`src/rtl/shift_xor_rng_percent_roll_unit_assert.svh`:
```
// assertion macros for the shift/xor random source
`ifndef SHIFT_XOR_RNG_PERCENT_ROLL_UNIT_ASSERT_SVH
`define SHIFT_XOR_RNG_PERCENT_ROLL_UNIT_ASSERT_SVH

// same-cycle implication, checked out of reset
`define SRPR_ASSERT_NOW(label, ante, cons) \
  label: assert property (@(posedge clk_i) disable iff (!rst_ni) (ante) |-> (cons)) \
    else $error("srpr assertion failed");

// next-cycle implication, checked out of reset
`define SRPR_ASSERT_NEXT(label, ante, cons) \
  label: assert property (@(posedge clk_i) disable iff (!rst_ni) (ante) |=> (cons)) \
    else $error("srpr assertion failed");

`endif

```
`src/rtl/srpr_pkg.sv`:
```
package srpr_pkg;

  localparam int unsigned WordW = 16;
  localparam int unsigned PctW = 7;
  localparam int unsigned ThrW = 8;

  localparam logic [WordW-1:0] SeedResetLow = 16'd4660;
  localparam logic [WordW-1:0] SeedResetMid = 16'd22136;
  localparam logic [WordW-1:0] SeedResetHigh = 16'd39612;

  localparam logic [PctW-1:0] PctScale = 7'd100;

  typedef enum logic [1:0] {
    REQ_RAW = 2'd0,
    REQ_SINGLE = 2'd1,
    REQ_DOUBLE = 2'd2,
    REQ_RELOAD = 2'd3
  } req_type_e;

  typedef enum logic [1:0] {
    CFG_SEED_LOW = 2'd0,
    CFG_SEED_MID = 2'd1,
    CFG_SEED_HIGH = 2'd2,
    CFG_NONE = 2'd3
  } cfg_index_e;

  // one transaction after the draw stage
  typedef struct packed {
    req_type_e kind;
    logic [ThrW-1:0] threshold;
    logic [WordW-1:0] draw_a;
    logic [WordW-1:0] draw_b;
  } draw_t;

endpackage

```
`src/rtl/shift_xor_rng_percent_roll_unit.sv`:
```
// shift/xor pseudo-random source with percent rolls
// input channel: in_valid_i/in_ready_o carry req_type_i (raw draw, single
// roll, double averaged roll, reload seeds) and threshold_i
// output channel: out_valid_o/out_ready_i carry raw_value_o, percent_o and
// hit_o, one result per input transaction, in order
// config port: cfg_we_i writes cfg_data_i into start seed register
// cfg_index_i (low, mid, high); index 3 is ignored. the start seeds take
// effect at the next reload request; reset restores the defaults
// the result passes the draw register and then the result register; throughput is
// one transaction per cycle while the receiver does not stall, set by the
// combinational seed update (one or two chained shift/add/xor draws) at the
// input side
// reset loads the seed words and start registers with their default
// values and empties both pipeline registers
// when the receiver stalls, the result register holds; the draw register
// behind it takes one more transaction only if empty, then in_ready_o drops
module shift_xor_rng_percent_roll_unit (
  input  logic                          clk_i,
  input  logic                          rst_ni,
  input  logic                          cfg_we_i,
  input  logic [1:0]                    cfg_index_i,
  input  logic [srpr_pkg::WordW-1:0]    cfg_data_i,
  input  logic                          in_valid_i,
  output logic                          in_ready_o,
  input  logic [1:0]                    req_type_i,
  input  logic [srpr_pkg::ThrW-1:0]     threshold_i,
  output logic                          out_valid_o,
  input  logic                          out_ready_i,
  output logic [srpr_pkg::WordW-1:0]    raw_value_o,
  output logic [srpr_pkg::PctW-1:0]     percent_o,
  output logic                          hit_o
);

  logic            s1_valid;
  logic            s1_ready;
  srpr_pkg::draw_t s1;

  srpr_draw u_draw (
    .clk_i       (clk_i),
    .rst_ni      (rst_ni),
    .cfg_we_i    (cfg_we_i),
    .cfg_index_i (cfg_index_i),
    .cfg_data_i  (cfg_data_i),
    .in_valid_i  (in_valid_i),
    .in_ready_o  (in_ready_o),
    .req_type_i  (req_type_i),
    .threshold_i (threshold_i),
    .s1_valid_o  (s1_valid),
    .s1_ready_i  (s1_ready),
    .s1_o        (s1)
  );

  srpr_roll u_roll (
    .clk_i       (clk_i),
    .rst_ni      (rst_ni),
    .s1_valid_i  (s1_valid),
    .s1_ready_o  (s1_ready),
    .s1_i        (s1),
    .out_valid_o (out_valid_o),
    .out_ready_i (out_ready_i),
    .raw_value_o (raw_value_o),
    .percent_o   (percent_o),
    .hit_o       (hit_o)
  );

endmodule

```
`src/rtl/srpr_draw.sv`:
```
module srpr_draw (
  input  logic                          clk_i,
  input  logic                          rst_ni,
  input  logic                          cfg_we_i,
  input  logic [1:0]                    cfg_index_i,
  input  logic [srpr_pkg::WordW-1:0]    cfg_data_i,
  input  logic                          in_valid_i,
  output logic                          in_ready_o,
  input  logic [1:0]                    req_type_i,
  input  logic [srpr_pkg::ThrW-1:0]     threshold_i,
  output logic                          s1_valid_o,
  input  logic                          s1_ready_i,
  output srpr_pkg::draw_t               s1_o
);

  logic [srpr_pkg::WordW-1:0] start_low_q, start_mid_q, start_high_q;
  logic [srpr_pkg::WordW-1:0] seed0_q, seed1_q, seed2_q;
  logic [srpr_pkg::WordW-1:0] seed0_d, seed1_d, seed2_d;
  logic [srpr_pkg::WordW-1:0] draw1, draw2;
  logic                       s1_valid_q;
  srpr_pkg::draw_t            s1_q, s1_d;
  srpr_pkg::req_type_e        kind;
  srpr_pkg::cfg_index_e       cfg_idx;
  logic                       accept;

  function automatic logic [srpr_pkg::WordW-1:0] next_word(
    input logic [srpr_pkg::WordW-1:0] s0,
    input logic [srpr_pkg::WordW-1:0] s1,
    input logic [srpr_pkg::WordW-1:0] s2
  );
    logic [srpr_pkg::WordW-1:0] sum;
    sum = {s1[4:0], 11'b0} + {5'b0, s0[15:5]};
    return sum ^ {s2[14:0], s1[15]};
  endfunction

  assign kind = srpr_pkg::req_type_e'(req_type_i);
  assign cfg_idx = srpr_pkg::cfg_index_e'(cfg_index_i);
  assign in_ready_o = !s1_valid_q || s1_ready_i;
  assign accept = in_valid_i && in_ready_o;

  // second draw chains off the first
  assign draw1 = next_word(seed0_q, seed1_q, seed2_q);
  assign draw2 = next_word(draw1, seed0_q, seed1_q);

  always_comb begin
    seed0_d = seed0_q;
    seed1_d = seed1_q;
    seed2_d = seed2_q;
    case (kind)
      srpr_pkg::REQ_RAW, srpr_pkg::REQ_SINGLE: begin
        seed0_d = draw1;
        seed1_d = seed0_q;
        seed2_d = seed1_q;
      end
      srpr_pkg::REQ_DOUBLE: begin
        seed0_d = draw2;
        seed1_d = draw1;
        seed2_d = seed0_q;
      end
      srpr_pkg::REQ_RELOAD: begin
        seed0_d = start_low_q;
        seed1_d = start_mid_q;
        seed2_d = start_high_q;
      end
      default: begin
        seed0_d = seed0_q;
      end
    endcase
  end

  always_comb begin
    s1_d.kind = kind;
    s1_d.threshold = threshold_i;
    s1_d.draw_a = draw1;
    s1_d.draw_b = draw2;
  end

  always_ff @(posedge clk_i or negedge rst_ni) begin
    if (!rst_ni) begin
      start_low_q <= srpr_pkg::SeedResetLow;
      start_mid_q <= srpr_pkg::SeedResetMid;
      start_high_q <= srpr_pkg::SeedResetHigh;
    end else if (cfg_we_i) begin
      case (cfg_idx)
        srpr_pkg::CFG_SEED_LOW: start_low_q <= cfg_data_i;
        srpr_pkg::CFG_SEED_MID: start_mid_q <= cfg_data_i;
        srpr_pkg::CFG_SEED_HIGH: start_high_q <= cfg_data_i;
        default: start_low_q <= start_low_q;
      endcase
    end
  end

  always_ff @(posedge clk_i or negedge rst_ni) begin
    if (!rst_ni) begin
      seed0_q <= srpr_pkg::SeedResetLow;
      seed1_q <= srpr_pkg::SeedResetMid;
      seed2_q <= srpr_pkg::SeedResetHigh;
    end else if (accept) begin
      seed0_q <= seed0_d;
      seed1_q <= seed1_d;
      seed2_q <= seed2_d;
    end
  end

  always_ff @(posedge clk_i or negedge rst_ni) begin
    if (!rst_ni) begin
      s1_valid_q <= 1'b0;
    end else if (in_ready_o) begin
      s1_valid_q <= in_valid_i;
    end
  end

  always_ff @(posedge clk_i) begin
    if (accept) begin
      s1_q <= s1_d;
    end
  end

  assign s1_valid_o = s1_valid_q;
  assign s1_o = s1_q;

  `include "shift_xor_rng_percent_roll_unit_assert.svh"

  // reload copies the start registers into the seed words
  `SRPR_ASSERT_NEXT(a_reload_loads, accept && kind == srpr_pkg::REQ_RELOAD && !cfg_we_i, seed0_q == $past(start_low_q) && seed1_q == $past(start_mid_q) && seed2_q == $past(start_high_q))
  // a single draw shifts the seed words down by one
  `SRPR_ASSERT_NEXT(a_single_shift, accept && (kind == srpr_pkg::REQ_RAW || kind == srpr_pkg::REQ_SINGLE), seed1_q == $past(seed0_q) && seed2_q == $past(seed1_q))
  // seeds only move on an accepted transaction
  `SRPR_ASSERT_NEXT(a_seed_hold, !accept, seed0_q == $past(seed0_q) && seed2_q == $past(seed2_q))

endmodule

```
`src/rtl/srpr_roll.sv`:
```
module srpr_roll (
  input  logic                          clk_i,
  input  logic                          rst_ni,
  input  logic                          s1_valid_i,
  output logic                          s1_ready_o,
  input  srpr_pkg::draw_t               s1_i,
  output logic                          out_valid_o,
  input  logic                          out_ready_i,
  output logic [srpr_pkg::WordW-1:0]    raw_value_o,
  output logic [srpr_pkg::PctW-1:0]     percent_o,
  output logic                          hit_o
);

  localparam int unsigned ProdW = srpr_pkg::WordW + srpr_pkg::PctW;

  logic [ProdW-1:0]            prod_a, prod_b;
  logic [srpr_pkg::PctW-1:0]   pct_a, pct_b;
  logic [srpr_pkg::PctW:0]     pct_sum;
  logic [srpr_pkg::WordW-1:0]  raw_d, raw_q;
  logic [srpr_pkg::PctW-1:0]   pct_d, pct_q;
  logic                        hit_d, hit_q;
  logic                        out_valid_q;
  logic                        roll;

  assign s1_ready_o = !out_valid_q || out_ready_i;

  // percent is the top bits of value * 100
  assign prod_a = {{srpr_pkg::PctW{1'b0}}, s1_i.draw_a} * {{srpr_pkg::WordW{1'b0}}, srpr_pkg::PctScale};
  assign prod_b = {{srpr_pkg::PctW{1'b0}}, s1_i.draw_b} * {{srpr_pkg::WordW{1'b0}}, srpr_pkg::PctScale};
  assign pct_a = prod_a[ProdW-1:srpr_pkg::WordW];
  assign pct_b = prod_b[ProdW-1:srpr_pkg::WordW];
  assign pct_sum = {1'b0, pct_a} + {1'b0, pct_b};

  always_comb begin
    raw_d = '0;
    pct_d = '0;
    roll = 1'b0;
    case (s1_i.kind)
      srpr_pkg::REQ_RAW: begin
        raw_d = s1_i.draw_a;
        pct_d = pct_a;
      end
      srpr_pkg::REQ_SINGLE: begin
        raw_d = s1_i.draw_a;
        pct_d = pct_a;
        roll = 1'b1;
      end
      srpr_pkg::REQ_DOUBLE: begin
        raw_d = s1_i.draw_b;
        pct_d = pct_sum[srpr_pkg::PctW:1];
        roll = 1'b1;
      end
      default: begin
        raw_d = '0;
      end
    endcase
    hit_d = roll && (s1_i.threshold > {1'b0, pct_d});
  end

  always_ff @(posedge clk_i or negedge rst_ni) begin
    if (!rst_ni) begin
      out_valid_q <= 1'b0;
    end else if (s1_ready_o) begin
      out_valid_q <= s1_valid_i;
    end
  end

  always_ff @(posedge clk_i) begin
    if (s1_valid_i && s1_ready_o) begin
      raw_q <= raw_d;
      pct_q <= pct_d;
      hit_q <= hit_d;
    end
  end

  assign out_valid_o = out_valid_q;
  assign raw_value_o = raw_q;
  assign percent_o = pct_q;
  assign hit_o = hit_q;

  `include "shift_xor_rng_percent_roll_unit_assert.svh"

  // scaled percent stays within 0..99
  `SRPR_ASSERT_NOW(a_pct_range, s1_valid_i, pct_d < srpr_pkg::PctScale)
  // a reload transaction gives an all-zero result
  `SRPR_ASSERT_NEXT(a_reload_zero, s1_valid_i && s1_ready_o && s1_i.kind == srpr_pkg::REQ_RELOAD, raw_q == '0 && pct_q == '0 && !hit_q)
  // raw draws never report a hit
  `SRPR_ASSERT_NOW(a_raw_no_hit, s1_i.kind == srpr_pkg::REQ_RAW, !hit_d)

endmodule

```
`config.mk`:
```
export PLATFORM = sky130hd
export DESIGN_NAME = shift_xor_rng_percent_roll_unit
export DESIGN_NICKNAME = d
export VERILOG_FILES = /design/src/rtl/srpr_pkg.sv /design/src/rtl/shift_xor_rng_percent_roll_unit.sv /design/src/rtl/srpr_draw.sv /design/src/rtl/srpr_roll.sv
export VERILOG_INCLUDE_DIRS = /design/src /design/src/rtl
export SDC_FILE = /design/constraint.sdc
export NUM_CORES = 1
export LEC_CHECK = 0
export ABC_CLOCK_PERIOD_IN_PS = 10500
export BUFFER_PORTS_ARGS = -buffer_cell sky130_fd_sc_hd__buf_4
export CAP_MARGIN = 10
export CORE_MARGIN = 5
export CORE_UTILIZATION = 53
export DETAILED_ROUTE_END_ITERATION = 6
export PLACE_DENSITY = 0.77
export SKIP_CTS_REPAIR_TIMING = 1
export SYNTH_ARGS = -nofsm -noshare
export SYNTH_HDL_FRONTEND = slang
export SYNTH_SLANG_ARGS = --single-unit
```
`constraint.sdc`:
```
create_clock -name clk_i -period 10.5 [get_ports clk_i]
set_clock_uncertainty 0.1 [all_clocks]
set_input_delay 3.15 -clock clk_i [delete_from_list [all_inputs] [get_ports clk_i]]
set_output_delay 3.15 -clock clk_i [all_outputs]
set_load 0.02 [all_outputs]
```
# Word-level counts from Yosys, hierarchy flattened
# Cells that the tools add are included.
# word_totals
mem_bits_ro,0
latch_bits,0
ramBits,0
register_bits,162
n_memories,0
wordCells,52
# classes
n_div,0
n_bitwise,2
shifts,0
magnitude_cmp,1
eq_ne,7
multipliers,2
addsub,3
reduce_logical,16
n_mux,6
# ops
op,count
one-hot mux 16 bit (3 select lines),2
one-hot mux 15 bit (3 select lines),1
"multiplier 16 x 5 -> 21 bit, second input constant",2
adder 16 x 11 -> 16 bit,2
one-hot mux 16 bit (2 select lines),1
XOR 16 bit,2
one-hot mux 7 bit (2 select lines),1
adder 7 x 7 -> 8 bit,1
"== test 2 bit, second input constant",4
greater-than comparator 8 x 7 -> 1 bit,1
"== test 2 x 1 -> 1 bit, second input constant",3
zero test 2 bit,3
AND reduction 2 bit,3
OR reduction 2 bit,3
logical AND 1 bit,3
zero test 1 bit,2
logical OR 1 bit,2
2-to-1 mux 1 bit,1

# Depth between registers and ports, before layout
# logic_depth
word_depth,5
depth_mapped,26
ltp_nobuf,26

# Cells and area by module
# Synthesis repeated with hierarchy kept, for this count alone.
# unflattened
hier_cells,918
hier_area_um2,10533.9
# modules_own_cells
mod,instances,seq_area_each_um2,cells_each,area_each_um2
srpr_draw,1,3691.0,493,6426.2
srpr_roll,1,745.7,425,4107.7

# Worst setup path before layout
# OpenSTA, ideal clock, no wires.
# synth_path
path_kind,input port to output port
start,in out_ready_i
end,out in_ready_o
path_slack_ns,3.817
n_path_buf,0
required_time_ns,7.250
arrival_ns,3.433
path_stages,1
path_cell_list,nand3b_1
# synth_via
elab_chain_len,2
# synth_lines
item,line,source
start: declaration,shift_xor_rng_percent_roll_unit.sv:28,"input logic out_ready_i,"
logical OR 1 bit,srpr_roll.sv:25,assign s1_ready_o = !out_valid_q || out_ready_i;
logical OR 1 bit,srpr_draw.sv:38,assign in_ready_o = !s1_valid_q || s1_ready_i;
end: declaration,shift_xor_rng_percent_roll_unit.sv:24,"output logic in_ready_o,"
# Every way passes these cells.

# Worst setup path in the final report
# Same ends and word-level chain as after synthesis.

==> flow_summary.toml <==
[logic_synthesis]
yosys-top-cells-area = "edfxtp_1 (20%), ha_1 (15%), dfrtp_1 (13%), dfstp_2 (11%), mux2_2 (7.0%)"
synth_seq_cells = 162
syn_avg_cell_area_sq_um = 11.1
synth_xor_area_share_pct = 4.24
synth_ff_type = "edfxtp_1"
yosysWarnings = 0
yosys.area.top_type_share_pct = 19.6
synth_top_family_by_area = "adder cells"
yosys.area.top_type = "edfxtp_1"
async_flop_share_pct = 59.3
syn_inst = 910
synthMuxAreaShare_pct = 10.7
synth-compound-area-share_pct = 9.81
synthSimpleGateAreaFrac_pct = 7.87
synthAdderAreaFrac_pct = 18.9
synth_edf_count = 66
synth_nets = 1083
ys_types = 61
synth-seq-area-share_pct = 43.9
synthesis.area_sq_um = 10100

[floorplan]
die_area_sq_um = 21900
io_pins = 59
start_util_pct = 53.9
die_w_um = 148
row_count = 50
core-area_sq_um = 18800
fp.dieH_um = 148

[layout]
drive_gt1_share_pct = 22.5
area_growth_pct = 11.6
fin_nets = 1130
diodes = 0

[cts]
cts.htree.levels = 4
cts_tree = "built"
clock-sinks = 162
root_buffer = "clkbuf_16"
path_clk_slew_ps = 70
cts_buffer_depth = 2
cts_buffers = 17
clock_latency_ps = 430

[timing]
max_slew_margin_pct = 26.7
worstMarginPinSlew_ps = 1100
rsz0062_at_grt = "false"
setup_violations = 0
maxSlewViolCount = 0
fmax_mhz = 145
finalCriticalPeriod_ps = 6900
hold_viol = 0
fin_crit_sh_pct = 65.7
finalSetupTns_ps = 0

[critical_path]
worstPathMaxFanout = 3
regToRegStartpoint = "u_draw.s1_o[8]"
endpoint_kind = "output port"
crit_type = "input port to output port"
r2r_cells = 25
critPathLaunchType = "input port"
r2r-end = "u_roll.hit_o"
arrival_ps = 3650
required_ps = 7250
r2r_setup_slack_ps = 4710
timing.critical_path.from = "out_ready_i"

[routing]
drc = 0
drt_pass1_iterations = 5
wl_per_cell_um = 17.0
first_iter_violations = 404
vias = 6703
drt.antenna.violating_nets = 0
routed_wl_um = 20400
viasPerCell = 5.57

[global_routing]
grt_pass1_wl_um = 33900
track_usage_pct = 19.2
grt_pass1_vias = 6722
antenna_found_initial = 0
overflow = 0
grt_max_degree = 96

[worst_hold_path]
whs_endpoint = "u_draw.seed2_q[4]"
hold_path.class = "flip-flop to flip-flop"
hold_path.startpoint = "u_draw.seed2_q[4]"
holdPathStages = 2

[run_status]
status = "completed"

[run]
cap_violations = 0

[placement]
io_buffer_count = 58
dpl.hpwl_um = 15100
gp_congestion = 0.876
==> worst max-delay path by stage <==
| stage | to | slack, ps | cells after the start |
|---|---|---|---|
| final | in_ready_o | 3600 | 3 |
| after global placement | in_ready_o | 3610 | 3 |
| after detailed placement | in_ready_o | 3610 | 3 |
| after floorplan | in_ready_o | 3820 | 1 |
| after CTS | in_ready_o | 3600 | 3 |
| after global routing | in_ready_o | 3570 | 3 |
==> registers in the layout (all words and copies together) (netlist names) <==
name	cells
u_roll.hit_o	1
u_roll.raw_value_o	16
u_draw.s1_o	42
u_draw.start_high_q	15
u_draw.start_low_q	16
u_draw.seed1_q	16
u_roll.percent_o	7
u_draw.seed2_q	15
u_roll.out_valid_o	1
u_draw.s1_valid_o	1
u_draw.seed0_q	16
u_draw.start_mid_q	16
==> cell usage after synthesis, drive strengths merged, types with 3 or more instances <==
cell / count
ha: 119
nand2: 92
inv: 86
o21ai: 79
edfxtp: 66
mux2: 63
dfrtp: 54
dfstp: 42
nor2: 42
mux2i: 37
xor2: 36
clkbuf: 28
a21oi: 21
fa: 21
a22oi: 20
nand2b: 16
xnor2: 13
a31o: 12
buf: 6
nand4: 6
a21o: 5
a211oi: 4
nand3b: 4
nor2b: 3
nor3: 3
==> cells by family (layout without fill, tap and decap cells) <==
kind of cell / Yosys count / after routing
muxes: 100 / 100
buffers and inverters: 121 / 181
AOI/OAI and AO/OA: 159 / 159
DFF: 162 / 162
adders and majority gates: 140 / 140
and+or+nand+nor: 179 / 179
xor gates and xnor gates: 49 / 49
==> worst max-delay path, cell delays in order <==
cell and delay, ps:
buf_4 110, nand3b_1 200, buf_4 190
==> cell type report <==
| cell class | instances | area (sq um) |
|---|---|---|
| Clock buffer | 20 | 458 |
| Clock inverter | 12 | 92.6 |
| Fill cell | 1559 | 7480 |
| Inverter | 87 | 327 |
| Multi-Input combinational cell | 627 | 5210 |
| Sequential cell | 162 | 4440 |
| Tap cell | 234 | 293 |
| Timing Repair Buffer | 62 | 465 |
==> layer usage <==
metal	track usage, %	wire [um]	vias to the layer above
li1	-	-	3274
met1	25.8	9410	3264
met2	31.8	9860	133
met3	3.66	714	32
met4	6.19	438	0
met5	0	0	-
==> per-stage QoR <==
| step | worst slack (ps) | instances | utilization [%] | cell area [sq um] | hold WS, ps |
|---|---|---|---|---|---|
| CTS | 3600 | 1204 | 60.1 | 11300 | 380 |
| detailed placement | 3610 | 1172 | 57.2 | 10700 | 378 |
| global placement | 3610 | 1172 | 57.2 | 10700 | 363 |
| finish | 3600 | 1204 | 60.1 | 11300 | 385 |
| floorplan | 3820 | 910 | - | 10100 | 349 |
| global route | 3570 | 1204 | 60.1 | 11300 | 408 |
==> cells in the final DEF (no fill, tap or decap), drive strengths merged, types with 2 or more instances in the layout <==
master	instances
o22ai	2
clkbuf	20
a22oi	20
a21o	5
mux2	63
edfxtp	66
xor2	36
clkinv	4
a21oi	21
a211oi	4
nand2	92
inv	94
dfrtp	54
nand4	6
and2	2
nor4	2
buf	62
nor2	42
xnor2	13
nand3	2
dfstp	42
nand2b	16
nor3	3
a21boi	2
a31o	12
and3	2
nand3b	4
fa	21
nor2b	3
mux2i	37
o21ai	79
ha	119
Power is left out: the tool's default activity adds up to more than one toggle a clock period on the data nets, which glitch-free logic cannot reach.
